## config.mk

```make
export PLATFORM = sky130hd
export DESIGN_NAME = servo_percent_ramp_flat
export DESIGN_NICKNAME = d
export VERILOG_FILES = /design/src/rtl/srp_pkg.sv /design/src/rtl/srp_if.sv /design/src/rtl/srp_mul.sv /design/src/rtl/srp_div.sv /design/src/rtl/servo_percent_ramp.sv /design/src/flat_wrapper.sv
export SDC_FILE = /design/constraint.sdc
export NUM_CORES = 1
export LEC_CHECK = 0
export BUFFER_PORTS_ARGS = -buffer_cell sky130_fd_sc_hd__clkbuf_2
export CAP_MARGIN = 20
export CORE_ASPECT_RATIO = 0.5
export CORE_MARGIN = 2
export CORE_UTILIZATION = 33
export CTS_BUF_LIST = sky130_fd_sc_hd__clkbuf_2 sky130_fd_sc_hd__clkbuf_4 sky130_fd_sc_hd__clkbuf_8
export DETAILED_ROUTE_END_ITERATION = 16
export SKIP_LAST_GASP = 1
export SYNTH_ARGS = -nofsm -noshare
export SYNTH_HDL_FRONTEND = slang
export SYNTH_SLANG_ARGS = --single-unit
```

## constraint.sdc

```tcl
create_clock -name clk -period 7.8 [get_ports clk]
set_input_delay 1.56 -clock clk [delete_from_list [all_inputs] [get_ports clk]]
set_output_delay 1.56 -clock clk [all_outputs]
set_load 0.01 [all_outputs]
```

## src/rtl/srp_pkg.sv

```systemverilog
// ============================================================================
// srp_pkg: shared types and constants of the servo percent ramp
// Widths, calibration constants, codes and the controller state type.
// ============================================================================
package srp_pkg;

    localparam int DEG_W  = 8;
    localparam int PCT_W  = 7;
    localparam int PROD_W = 15;
    localparam int CNT_W  = 3;

    localparam int MUL_STEPS = 7;
    localparam int DIV_STEPS = 8;

    localparam logic [DEG_W-1:0] DEG_LIMIT    = 8'd180;
    localparam logic [PCT_W-1:0] PCT_FULL     = 7'd100;
    localparam logic [DEG_W-1:0] PCT_FULL_DEG = 8'd100;
    localparam logic [DEG_W-1:0] MIN_RESET    = 8'd0;
    localparam logic [DEG_W-1:0] MAX_RESET    = 8'd180;

    typedef enum logic [0:0] {
        FUNC_SET  = 1'b0,
        FUNC_TICK = 1'b1
    } func_t;

    typedef enum logic [0:0] {
        CFG_MIN = 1'b0,
        CFG_MAX = 1'b1
    } cfg_idx_t;

    typedef enum logic [3:0] {
        ST_IDLE = 4'b0001,
        ST_MUL  = 4'b0010,
        ST_DIV  = 4'b0100,
        ST_DONE = 4'b1000
    } state_t;

    typedef struct packed {
        logic             command_valid;
        logic [DEG_W-1:0] command_degrees;
        logic             moving;
        logic [PCT_W-1:0] current_percent;
    } result_t;

    function automatic logic [DEG_W-1:0] sat_deg(input logic [DEG_W-1:0] v);
        sat_deg = (v > DEG_LIMIT) ? DEG_LIMIT : v;
    endfunction

endpackage

```

## src/rtl/srp_if.sv

```systemverilog
// ============================================================================
// srp_if: request and result channels of the servo percent ramp
// Valid/ready channels; a transfer happens when both are high at a clock edge.
// ============================================================================
interface srp_req_if;
    logic                     valid;
    logic                     ready;
    logic                     func;
    logic [srp_pkg::PCT_W-1:0] target_percent;
    logic [srp_pkg::DEG_W-1:0] servo_angle;

    modport source (output valid, output func, output target_percent,
                    output servo_angle, input ready);
    modport sink   (input valid, input func, input target_percent,
                    input servo_angle, output ready);
endinterface

interface srp_res_if;
    logic                     valid;
    logic                     ready;
    logic                     command_valid;
    logic [srp_pkg::DEG_W-1:0] command_degrees;
    logic                     moving;
    logic [srp_pkg::PCT_W-1:0] current_percent;

    modport source (output valid, output command_valid, output command_degrees,
                    output moving, output current_percent, input ready);
    modport sink   (input valid, input command_valid, input command_degrees,
                    input moving, input current_percent, output ready);
endinterface

```

## src/rtl/srp_mul.sv

```systemverilog
// ============================================================================
// srp_mul: bit-serial shift-add multiplier
// Consumes one multiplier bit per cycle into a 16-bit wide accumulator.
// ============================================================================
module srp_mul
(
    input  logic                        clk,
    input  logic                        rst_n,
    input  logic                        start,
    input  logic [srp_pkg::DEG_W-1:0]   multiplicand,
    input  logic [srp_pkg::PCT_W-1:0]   multiplier,
    output logic                        done,
    output logic [srp_pkg::PROD_W-1:0]  product
);

    localparam int ACC_W = srp_pkg::DEG_W + 1 + srp_pkg::PCT_W;

    logic [ACC_W-1:0]              acc_reg;
    logic [srp_pkg::DEG_W-1:0]     mcand_reg;
    logic [srp_pkg::CNT_W-1:0]     cnt_reg;
    logic                          busy_reg;
    logic                          done_reg;
    logic [srp_pkg::DEG_W+1:0]     sum;
    logic [ACC_W-1:0]              acc_next;

    always_comb
    begin
        sum = {1'b0, acc_reg[ACC_W-1:srp_pkg::PCT_W]}
            + (acc_reg[0] ? {2'b00, mcand_reg} : '0);
        acc_next = {sum, acc_reg[srp_pkg::PCT_W-1:1]};
    end

    always_ff @(posedge clk or negedge rst_n)
    begin
        if (!rst_n)
        begin
            busy_reg <= 1'b0;
            done_reg <= 1'b0;
            cnt_reg  <= '0;
        end
        else if (start)
        begin
            busy_reg <= 1'b1;
            done_reg <= 1'b0;
            cnt_reg  <= '0;
        end
        else if (busy_reg)
        begin
            cnt_reg <= cnt_reg + 1'b1;
            if (cnt_reg == srp_pkg::CNT_W'(srp_pkg::MUL_STEPS - 1))
            begin
                busy_reg <= 1'b0;
                done_reg <= 1'b1;
            end
        end
        else
        begin
            done_reg <= 1'b0;
        end
    end

    always_ff @(posedge clk)
    begin
        if (start)
        begin
            acc_reg   <= {{(srp_pkg::DEG_W + 1){1'b0}}, multiplier};
            mcand_reg <= multiplicand;
        end
        else if (busy_reg)
        begin
            acc_reg <= acc_next;
        end
    end

    assign done    = done_reg;
    assign product = acc_reg[srp_pkg::PROD_W-1:0];

endmodule

```

## src/rtl/srp_div.sv

```systemverilog
// ============================================================================
// srp_div: bit-serial restoring divider
// Produces one quotient bit per cycle; the quotient must fit in eight bits.
// ============================================================================
module srp_div
(
    input  logic                        clk,
    input  logic                        rst_n,
    input  logic                        start,
    input  logic [srp_pkg::PROD_W-1:0]  dividend,
    input  logic [srp_pkg::DEG_W-1:0]   divisor,
    output logic                        done,
    output logic [srp_pkg::DEG_W-1:0]   quotient
);

    logic [srp_pkg::DEG_W-1:0] rem_reg;
    logic [srp_pkg::DEG_W-1:0] quo_reg;
    logic [srp_pkg::DEG_W-1:0] dvs_reg;
    logic [srp_pkg::CNT_W-1:0] cnt_reg;
    logic                      busy_reg;
    logic                      done_reg;
    logic [srp_pkg::DEG_W:0]   trial;
    logic                      fits;
    logic [srp_pkg::DEG_W-1:0] rem_next;

    always_comb
    begin
        trial    = {rem_reg, quo_reg[srp_pkg::DEG_W-1]};
        fits     = (trial >= {1'b0, dvs_reg});
        rem_next = fits ? srp_pkg::DEG_W'(trial - {1'b0, dvs_reg})
                        : trial[srp_pkg::DEG_W-1:0];
    end

    always_ff @(posedge clk or negedge rst_n)
    begin
        if (!rst_n)
        begin
            busy_reg <= 1'b0;
            done_reg <= 1'b0;
            cnt_reg  <= '0;
        end
        else if (start)
        begin
            busy_reg <= 1'b1;
            done_reg <= 1'b0;
            cnt_reg  <= '0;
        end
        else if (busy_reg)
        begin
            cnt_reg <= cnt_reg + 1'b1;
            if (cnt_reg == srp_pkg::CNT_W'(srp_pkg::DIV_STEPS - 1))
            begin
                busy_reg <= 1'b0;
                done_reg <= 1'b1;
            end
        end
        else
        begin
            done_reg <= 1'b0;
        end
    end

    always_ff @(posedge clk)
    begin
        if (start)
        begin
            rem_reg <= {1'b0, dividend[srp_pkg::PROD_W-1:srp_pkg::DEG_W]};
            quo_reg <= dividend[srp_pkg::DEG_W-1:0];
            dvs_reg <= divisor;
        end
        else if (busy_reg)
        begin
            rem_reg <= rem_next;
            quo_reg <= {quo_reg[srp_pkg::DEG_W-2:0], fits};
        end
    end

    assign done     = done_reg;
    assign quotient = quo_reg;

endmodule

```

## src/rtl/servo_percent_ramp.sv

```systemverilog
// A set-target request, or a tick that moves the ramp, gives its result after
// a serial multiply followed by a serial divide; the next request is accepted
// once the result is registered at the output, which waits while one is held.
// A tick that issues no command skips both and goes straight to the done state.
// Reset clears the ramp state and sets the endpoints to 0 and 180 degrees.
// ============================================================================
// servo_percent_ramp: slew-limited servo positioning in percent steps
// Maps between servo angle and percent of the calibrated span and moves the
// ramp position one percent per tick toward the target.
// ============================================================================
module servo_percent_ramp
(
    input  logic                            clk,
    input  logic                            rst_n,
    input  logic                            cfg_we,
    input  logic                            cfg_index,
    input  logic [srp_pkg::DEG_W-1:0]       cfg_data,
    srp_req_if.sink                         request,
    srp_res_if.source                       result
);

    logic [srp_pkg::DEG_W-1:0] min_reg;
    logic [srp_pkg::DEG_W-1:0] max_reg;

    srp_pkg::state_t           state_reg,   state_next;
    logic [srp_pkg::PCT_W-1:0] pos_reg,     pos_next;
    logic [srp_pkg::PCT_W-1:0] tgt_reg,     tgt_next;
    logic                      active_reg,  active_next;
    logic                      set_op_reg,  set_op_next;
    logic [srp_pkg::DEG_W-1:0] divisor_reg, divisor_next;
    srp_pkg::result_t          pend_reg,    pend_next;
    srp_pkg::result_t          out_reg,     out_next;
    logic                      out_valid_reg, out_valid_next;

    logic                      mul_start;
    logic                      mul_done;
    logic                      div_start;
    logic                      div_done;
    logic [srp_pkg::DEG_W-1:0] mul_a;
    logic [srp_pkg::PCT_W-1:0] mul_b;
    logic [srp_pkg::PROD_W-1:0] product;
    logic [srp_pkg::DEG_W-1:0] quotient;

    logic                      accept;
    logic                      up;
    logic                      equal;
    logic [srp_pkg::DEG_W-1:0] ang;
    logic [srp_pkg::DEG_W-1:0] ang_lo;
    logic [srp_pkg::DEG_W-1:0] ang_cl;
    logic [srp_pkg::DEG_W-1:0] diff;
    logic [srp_pkg::DEG_W-1:0] span;
    logic [srp_pkg::PCT_W-1:0] tgt_sat;
    logic                      step;
    logic [srp_pkg::PCT_W-1:0] new_pos;
    logic [srp_pkg::PCT_W-1:0] set_pos;
    logic [srp_pkg::DEG_W-1:0] cmd_deg;
    logic                      out_free;

    always_ff @(posedge clk or negedge rst_n)
    begin
        if (!rst_n)
        begin
            min_reg <= srp_pkg::MIN_RESET;
            max_reg <= srp_pkg::MAX_RESET;
        end
        else if (cfg_we)
        begin
            case (srp_pkg::cfg_idx_t'(cfg_index))
                srp_pkg::CFG_MIN: min_reg <= srp_pkg::sat_deg(cfg_data);
                srp_pkg::CFG_MAX: max_reg <= srp_pkg::sat_deg(cfg_data);
                default: ;
            endcase
        end
    end

    always_comb
    begin
        accept  = request.valid && request.ready;
        up      = max_reg > min_reg;
        equal   = max_reg == min_reg;
        ang     = srp_pkg::sat_deg(request.servo_angle);
        span    = up ? max_reg - min_reg : min_reg - max_reg;
        if (up)
        begin
            ang_lo = (ang < min_reg) ? min_reg : ang;
            ang_cl = (ang_lo > max_reg) ? max_reg : ang_lo;
            diff   = ang_cl - min_reg;
        end
        else
        begin
            ang_lo = (ang > min_reg) ? min_reg : ang;
            ang_cl = (ang_lo < max_reg) ? max_reg : ang_lo;
            diff   = min_reg - ang_cl;
        end
        tgt_sat = (request.target_percent > srp_pkg::PCT_FULL) ? srp_pkg::PCT_FULL
                                                               : request.target_percent;
        step    = active_reg && (pos_reg != tgt_reg);
        new_pos = (pos_reg > tgt_reg) ? pos_reg - 1'b1 : pos_reg + 1'b1;
        set_pos = equal ? srp_pkg::PCT_FULL : quotient[srp_pkg::PCT_W-1:0];
        cmd_deg = up ? min_reg + quotient : min_reg - quotient;
        out_free = !out_valid_reg || result.ready;

        mul_start = accept
                 && (request.func == srp_pkg::FUNC_SET || step);
        mul_a = (request.func == srp_pkg::FUNC_SET) ? diff : span;
        mul_b = (request.func == srp_pkg::FUNC_SET) ? srp_pkg::PCT_FULL : new_pos;
        div_start = (state_reg == srp_pkg::ST_MUL) && mul_done;
    end

    srp_mul u_mul
    (
        .clk          (clk),
        .rst_n        (rst_n),
        .start        (mul_start),
        .multiplicand (mul_a),
        .multiplier   (mul_b),
        .done         (mul_done),
        .product      (product)
    );

    srp_div u_div
    (
        .clk      (clk),
        .rst_n    (rst_n),
        .start    (div_start),
        .dividend (product),
        .divisor  (divisor_reg),
        .done     (div_done),
        .quotient (quotient)
    );

    always_comb
    begin
        state_next     = state_reg;
        pos_next       = pos_reg;
        tgt_next       = tgt_reg;
        active_next    = active_reg;
        set_op_next    = set_op_reg;
        divisor_next   = divisor_reg;
        pend_next      = pend_reg;
        out_next       = out_reg;
        out_valid_next = out_valid_reg && !result.ready;

        case (state_reg)
            srp_pkg::ST_IDLE:
            begin
                if (accept)
                begin
                    if (request.func == srp_pkg::FUNC_SET)
                    begin
                        tgt_next     = tgt_sat;
                        set_op_next  = 1'b1;
                        divisor_next = span;
                        state_next   = srp_pkg::ST_MUL;
                    end
                    else if (step)
                    begin
                        pos_next     = new_pos;
                        set_op_next  = 1'b0;
                        divisor_next = srp_pkg::PCT_FULL_DEG;
                        state_next   = srp_pkg::ST_MUL;
                    end
                    else
                    begin
                        active_next = 1'b0;
                        pend_next   = '{1'b0, '0, 1'b0, pos_reg};
                        state_next  = srp_pkg::ST_DONE;
                    end
                end
            end
            srp_pkg::ST_MUL:
            begin
                if (mul_done)
                begin
                    state_next = srp_pkg::ST_DIV;
                end
            end
            srp_pkg::ST_DIV:
            begin
                if (div_done)
                begin
                    if (set_op_reg)
                    begin
                        pos_next    = set_pos;
                        active_next = set_pos != tgt_reg;
                        pend_next   = '{1'b0, '0, set_pos != tgt_reg, set_pos};
                    end
                    else
                    begin
                        pend_next = '{1'b1, cmd_deg, active_reg, pos_reg};
                    end
                    state_next = srp_pkg::ST_DONE;
                end
            end
            srp_pkg::ST_DONE:
            begin
                if (out_free)
                begin
                    out_next       = pend_reg;
                    out_valid_next = 1'b1;
                    state_next     = srp_pkg::ST_IDLE;
                end
            end
            default:
            begin
                state_next = srp_pkg::ST_IDLE;
            end
        endcase
    end

    always_ff @(posedge clk or negedge rst_n)
    begin
        if (!rst_n)
        begin
            state_reg     <= srp_pkg::ST_IDLE;
            pos_reg       <= '0;
            tgt_reg       <= '0;
            active_reg    <= 1'b0;
            out_valid_reg <= 1'b0;
        end
        else
        begin
            state_reg     <= state_next;
            pos_reg       <= pos_next;
            tgt_reg       <= tgt_next;
            active_reg    <= active_next;
            out_valid_reg <= out_valid_next;
        end
    end

    always_ff @(posedge clk)
    begin
        set_op_reg  <= set_op_next;
        divisor_reg <= divisor_next;
        pend_reg    <= pend_next;
        out_reg     <= out_next;
    end

    assign request.ready          = (state_reg == srp_pkg::ST_IDLE);
    assign result.valid           = out_valid_reg;
    assign result.command_valid   = out_reg.command_valid;
    assign result.command_degrees = out_reg.command_degrees;
    assign result.moving          = out_reg.moving;
    assign result.current_percent = out_reg.current_percent;

endmodule

```

## src/flat_wrapper.sv

```systemverilog
// flat-port wrapper written by rule: the top's interface ports become plain ports
module servo_percent_ramp_flat 
  (clk, rst_n, cfg_we, cfg_index, cfg_data, request_valid, request_func, request_target_percent, request_servo_angle, request_ready, result_valid, result_command_valid, result_command_degrees, result_moving, result_current_percent, result_ready);
  srp_req_if request_i ();
  srp_res_if result_i ();
  input  logic clk;
  input  logic rst_n;
  input  logic cfg_we;
  input  logic cfg_index;
  input  logic [srp_pkg::DEG_W-1:0] cfg_data;
  input wire logic [$bits(request_i.valid)-1:0] request_valid;
  input wire logic [$bits(request_i.func)-1:0] request_func;
  input wire logic [$bits(request_i.target_percent)-1:0] request_target_percent;
  input wire logic [$bits(request_i.servo_angle)-1:0] request_servo_angle;
  output wire logic [$bits(request_i.ready)-1:0] request_ready;
  output wire logic [$bits(result_i.valid)-1:0] result_valid;
  output wire logic [$bits(result_i.command_valid)-1:0] result_command_valid;
  output wire logic [$bits(result_i.command_degrees)-1:0] result_command_degrees;
  output wire logic [$bits(result_i.moving)-1:0] result_moving;
  output wire logic [$bits(result_i.current_percent)-1:0] result_current_percent;
  input wire logic [$bits(result_i.ready)-1:0] result_ready;
  assign request_i.valid = request_valid;
  assign request_i.func = request_func;
  assign request_i.target_percent = request_target_percent;
  assign request_i.servo_angle = request_servo_angle;
  assign request_ready = request_i.ready;
  assign result_valid = result_i.valid;
  assign result_command_valid = result_i.command_valid;
  assign result_command_degrees = result_i.command_degrees;
  assign result_moving = result_i.moving;
  assign result_current_percent = result_i.current_percent;
  assign result_i.ready = result_ready;
  servo_percent_ramp u_core (.clk(clk), .rst_n(rst_n), .cfg_we(cfg_we), .cfg_index(cfg_index), .cfg_data(cfg_data), .request(request_i), .result(result_i));
endmodule
```

==> results.md, run 1 <==
- Result of the run: complete, no violations
- TritonCTS clock tree: built
- Number of routed nets with antenna violations: 0
- Layout cells sized above 1: 0.1289
- Switching power total: 1615 uW
- Setup repair after global routing missed its margin: false
- Peak VDD IR: roughly 150 uV
- Setup TNS Final: 0 ps
- Final clock period utilization by the worst path: 0.9324
- Total nets after synthesis: approximately 1.1k
- Number of standard cells after synthesis: 991
- Number of flip-flops under the largest register name: 17
- Hold WS: 418.3 ps
- Routability congestion estimate from global placement: 0.8853
- H-Tree Depth: 4
- Placement-stage worst setup slack: 126.4 ps
- Share of power burned in registers: 0.322
- Pin slew with the least headroom to its limit: 1099 ps
- Placed cell count: 1397
- Post-placement cell area: roughly 10000 um2
- Worst skew pair latency: 470 ps
- Logic gate share of total power: 0.516
- Required time reported for the critical path endpoint: 8110 ps
- Post-synthesis instance area: roughly 9400 um2
- Max-cap violations: 0
- Area delta synth->final: 11.24%
- Switching Share: 0.4291
- Clock power share: 0.162
- Area of the core: 27870 um2
- Die boundary height: 123.4 um
- Congestion Overflow GR: 0
- Max frequency: 0.1375 GHz
- LEAKAGE: 0.004455 uW
- Number of antenna violations at the first check in global routing: 0
- Top area cells in the synthesized netlist: edfxtp_1 26%, ha_1 12%, dfrtp_1 11%
- Synthesis-stage register bit count: approximately 140
- Total number of placement rows: 43
- All-layer global routing usage: 0.1633
- Final routed wirelength across all metal layers: 23.51 mm
- Maximum number of pins on one net before global-route repair: 47
- Longest Clk Path Bufs: 2
- Kind of end point of the critical path: flop
- Sequential share of the synthesized area: 0.4025
- Gates resized, CTS repair: 0
- Mean number of vias per cell: ~5.1
- Final std cells w/o fill: roughly 1.4k
- Cell taking the most area after synthesis: edfxtp_1
- Final hold violations: 0
- Starting Density: 0.3379
- Number of max-slew violations in the final report: 0
- Floorplan die width: 242.9 um
- Yosys warnings: 0
- Number of buffers inserted during clock tree synthesis: 17
- Final Critical Period: between 7000 and 8000 ps
- Critical Path Fanout Max: 7
- Final design instance area without fill: around 10000 um2
- DRC errors left: 0
- Startpoint types: primary input
- Internal Dissipation: 2150 uW
- Clock transition at path regs: 100 ps
- Data arrival time at the worst-slack endpoint: 7580 ps
- Post-CTS repair timing setup buffer count: 0
- Most common flop cell mapped by yosys: edfxtp_1
- Worst slew slack as a fraction of its limit: 0.2644
- Cell chosen for the clock root: clkbuf_8
- Post-CTS Hold Buffers: 0
- ANT cells: 0
- Number of global-route vias before repair: 7287
- Number of design-rule violations left by the first detailed-router iteration: 371
- FFs w/ async S/R, synth: 0.3358
- HPWL after detailed placement: around 18 mm
- Count of vias placed by the detailed router: 7324
- Worst min path class: flop to flop
- Share of Yosys cell area claimed by the top area cell type: 0.2583
- Post-synth EDFFs: just over 80
- Power density relative to cell area: approximately 360 nW/um2
- Boundary pin count: 49
- DR pass1 iterations: 5
- Number of I/O port buffers: 48
- Fin nets: 1164
- Class of the most critical setup path: primary input to flop
- WL per Instance: 16.45 um
- First-pass GRT wire length: 38.45 mm
- Final Setup Violations: 0
- Mean instance size in the synthesized netlist: around 9.5 um2
- Filler Cells Inserted: 2827
- Die outline area: 29980 um2
- Post-route clock skew: 19.01 ps
- Unique masters post-synth: 79
- Slack of the critical path: 527.0 ps
- CTS sink count: 137
cell families (layout without fill, tap and decap cells):
logic type	Yosys count	count (layout)	synth area share
adder cells (fa/ha/maj)	100	100	0.1392
multiplexers	42	42	0.04783
AND/OR/NAND/NOR	304	304	0.1537
XOR/XNOR	39	39	0.03627
buffers and inverters	112	168	0.04637
AO/OA/AOI/OAI	257	257	0.1741
flip-flops	137	137	0.4025
power by group through the flow:
stage	registers (uW)	clock network, uW	logic (uW)
2_1_floorplan	1140	0	1540
3_3_place_gp	1220	0	1880
3_5_place_dp	1230	0	1920
4_1_cts	1210	625	1940
5_1_grt	1240	656	2200
6_report	1210	608	1940
worst max-delay path, cell delays in order:
cell and delay, ps:
clkbuf_2 120, o21ai_0 170, a21oi_1 80, o21ai_0 150
buf_4 160, nand2b_1 100, ha_1 310, nand4_1 160
o21ai_0 370, and2_1 270, mux2_2 380, ha_1 300
a21o_1 160, a21o_1 170, a211oi_1 310, nand3b_1 140
o31ai_2 480, buf_4 260, mux2i_1 230, ha_1 290
or2_2 280, a21oi_1 140, a31oi_1 70, xnor2_1 350
nand3_1 120, o211a_1 250, a211oi_1 200
metrics by stage:
step / util / total power (uW)
after floorplan: - / 2681
after global placement: 0.3612 / 3102
after detailed placement: 0.3612 / 3150
after CTS: 0.3759 / 3781
after global routing: 0.3759 / 4099
final: 0.3759 / 3765
per-layer routing:
layer / track usage / wire length [um] / vias up
li1: - / - / 3633
met1: 0.2238 / 11560 / 3539
met2: 0.2696 / 10770 / 140
met3: 0.02670 / 935 / 12
met4: 0.04410 / 242 / 0
met5: 0 / 0 / -
placed cells by master (no fill, tap or decap), drive strengths merged, types with 8 or more instances in the layout:
cell and n:
a211oi 9, a21boi 10, a21o 16, a21oi 68
a31oi 12, and2 12, buf 10, clkbuf 65
dfrtp 41, dfxtp 10, edfxtp 81, fa 8
ha 92, inv 87, mux2 21, mux2i 21
nand2 110, nand2b 11, nand3 11, nand4 12
nor2 78, nor2b 15, nor3 21, o211ai 8
o21a 9, o21ai 83, o31ai 10, xnor2 31
xor2 8
cell usage after synthesis, types with 3 or more instances:
cell and count:
nor3b_1 6, a211oi_1 8, nand2_1 110, o211ai_1 8, nand2b_1 10, nand4_1 11
clkbuf_1 23, o21bai_1 6, dfstp_2 5, nand3b_1 4, edfxtp_1 81, dfxtp_1 10
and2_1 12, nor2b_1 15, o31ai_1 9, nor2_1 78, xnor2_1 31, or2_2 5
inv_1 77, a21boi_0 9, buf_1 5, ha_1 92, o21ai_0 78, nand3_1 11
dfrtp_1 41, or3_1 3, o21ai_1 3, a21oi_1 67, a31oi_1 12, fa_1 8
nor3_1 20, and3_1 5, mux2i_1 21, xor2_1 8, o21a_1 9, buf_2 4
a21o_1 16, mux2_2 20
layout make-up:
class / count / area (um2) / share of cell area
inverters: 78 / 292.8 / 0.02795
multi-input cells: 742 / 5190 / 0.4955
clock inverters: 15 / 175.2 / 0.01672
clock buffers: 17 / 234.0 / 0.02234
flip-flops and latches: 137 / 3790 / 0.3618
well taps: 382 / 478.0 / 0.04563
repair buffers: 58 / 315.3 / 0.03010
path summary, 6_finish.rpt:
kind,cells after the start,end,slack [ps],start
worst min register to register,0,u_core.u_div.dvs_reg[0],420,u_core.divisor_reg[0]
max in group asynchronous,2,u_core.u_mul.done,6160,rst_n
worst max-delay path,27,u_core.u_mul.mcand_reg[7],530,request_servo_angle[0]
min in group asynchronous,2,u_core.min_reg[5],1190,rst_n
worst min-delay path,0,u_core.u_div.dvs_reg[0],420,u_core.divisor_reg[0]
worst max register to register,23,u_core.u_mul.mcand_reg[7],1400,u_core.min_reg[1]
Power figures use the tool's default switching activity.
==> run 2, diff against run 1 <==
==> constraint.sdc (replaced) <==
create_clock -name clk -period 7.8 [get_ports clk]
set_input_delay 0.78 -clock clk [delete_from_list [all_inputs] [get_ports clk]]
set_output_delay 0.78 -clock clk [all_outputs]
set_load 0.01 [all_outputs]
==> results.md, run 2 (synthesis results as in run 1) <==
- Peak VDD IR: 134.1 uV
- Worst-case reg-to-reg path depth: 22
- Die boundary height: between 100 and 150 um
- Routability congestion estimate from global placement: 0.9338
- Number of routed nets with antenna violations: 0
- Hold WS: 405.5 ps
- Crit-path slowest cell: o21ai_0
- HPWL after detailed placement: 18.31 mm
- First-pass GRT wire length: 38.87 mm
- Final std cells w/o fill: 1426
- All-layer global routing usage: 0.1667
- Final clock period utilization by the worst path: 0.9417
- Clock transition at path regs: ~90 ps
- Max-cap violations: 0
- Maximum number of pins on one net before global-route repair: between 40 and 50
- Worst min path class: primary input to asynchronous set/reset pin
- Pin slew with the least headroom to its limit: 1052 ps
- LEAKAGE: 0.004427 uW
- Placed cell count: 1393
- Worst slew slack as a fraction of its limit: 0.2958
- Total number of placement rows: 43
- Final routed wirelength across all metal layers: between 20 and 25 mm
- Worst reg2reg endpoint: u_core.u_mul.mcand_reg[7]
- H-Tree Depth: 4
- Kind of end point of the critical path: flop
- Max frequency: 0.1361 GHz
- Filler Cells Inserted: 2824
- Commonest cells after routing, fill and taps aside: 110 x nand2_1, 92 x ha_1, 81 x edfxtp_1, 78 x nor2_1
- Number of I/O port buffers: 48
- Die outline area: 29980 um2
- Layout cells sized above 1: 0.1256
- Floorplan die width: 242.9 um
- Congestion Overflow GR: 0
- TritonCTS clock tree: built
- Boundary pin count: 49
- Number of buffers inserted during clock tree synthesis: 17
- Buffering stage count on the worst path with inverters included: 2
- Final Critical Period: roughly 7300 ps
- Mean number of vias per cell: 5.224
- Most common cell after layout, fill and taps aside: nand2_1
- Area delta synth->final: 10.72%
- Post-route clock skew: 17.14 ps
- Number of flip-flops under the largest register name: 17
- Gates resized, CTS repair: 0
- Number of antenna violations at the first check in global routing: 0
- Power density relative to cell area: 361.5 nW/um2
- Placement-stage worst setup slack: 184.9 ps
- Final Setup Violations: 0
- Cell family with most CP delay: compound AO/OA/AOI/OAI gates
- Crit Reg-Reg Startpoint: u_core.min_reg[1]
- DR pass1 iterations: 5
- Final hold violations: 0
- Count of vias placed by the detailed router: ~7.5k
- Number of max-slew violations in the final report: 0
- Fin nets: ~1.2k
- Worst skew pair latency: 480 ps
- Slack of the critical path: 455.0 ps
- Slowest cell delay on critical path: 570 ps
- Critical Path Fanout Max: 11
- Number of design-rule violations left by the first detailed-router iteration: 549
- Post-CTS Hold Buffers: 0
- Setup slack of the most critical reg-to-reg path: around 870 ps
- Required time reported for the critical path endpoint: roughly 8100 ps
- Setup repair after global routing missed its margin: false
- Post-CTS repair timing setup buffer count: 0
- DRC errors left: 0
- Cell chosen for the clock root: clkbuf_8
- Starting Density: 0.3379
- Result of the run: complete, no violations
- Area of the core: 27870 um2
- Number of global-route vias before repair: 7286
- Class of the most critical setup path: primary input to flop
- Setup TNS Final: 0 ps
- Longest Clk Path Bufs: 2
- CTS sink count: 137
- Data arrival time at the worst-slack endpoint: around 7600 ps
- WL per Instance: around 17 um
- Startpoint types: primary input
## run 2: per-layer routing
metal,global-route usage,vias up,share of wire
li1,-,3613,-
met2,0.2752,194,0.45
met1,0.2260,3606,0.48
met4,0.04563,0,0.017
met5,0,-,0
met3,0.03082,37,0.050
## run 2: through the flow
stage                     utilization  area [um2]  power [uW]
final                          0.3741       10430        3769
after global routing           0.3740       10420        4085
after CTS                      0.3740       10420        3772
after detailed placement       0.3601       10040        3164
after global placement         0.3601       10040        3104
after floorplan                     -        9417        2681
## run 2: report_power, final
group,leakage (uW),internal (uW),switching (uW)
Clock,0.000199,273,317
Sequential,0.00140,1020,199
Combinational,0.00283,853,1110
Total,0.00443,2150,1620
## run 2: worst max-delay path by stage
stage | start | to | slack (ps) | cells past startpoint
after floorplan | request_servo_angle[0] | u_core.u_mul.mcand_reg[7] | 1360 | 30
after global placement | request_servo_angle[0] | u_core.u_mul.mcand_reg[7] | 500 | 27
after detailed placement | request_servo_angle[0] | u_core.u_mul.mcand_reg[7] | 180 | 26
after CTS | request_servo_angle[0] | u_core.u_mul.mcand_reg[7] | 640 | 26
after global routing | request_servo_angle[0] | u_core.u_mul.mcand_reg[7] | 100 | 27
final | request_servo_angle[0] | u_core.u_mul.mcand_reg[7] | 460 | 26
## run 2: area by class of cell
type	count	area, um2	share of cell area
multi-input cells	742	5190	0.4978
repair buffers	54	285.3	0.02736
well taps	382	478.0	0.04584
diodes	1	2.502	0.0002400
clock buffers	19	255.2	0.02448
flip-flops and latches	137	3790	0.3635
clock inverters	13	132.6	0.01272
inverters	78	292.8	0.02808
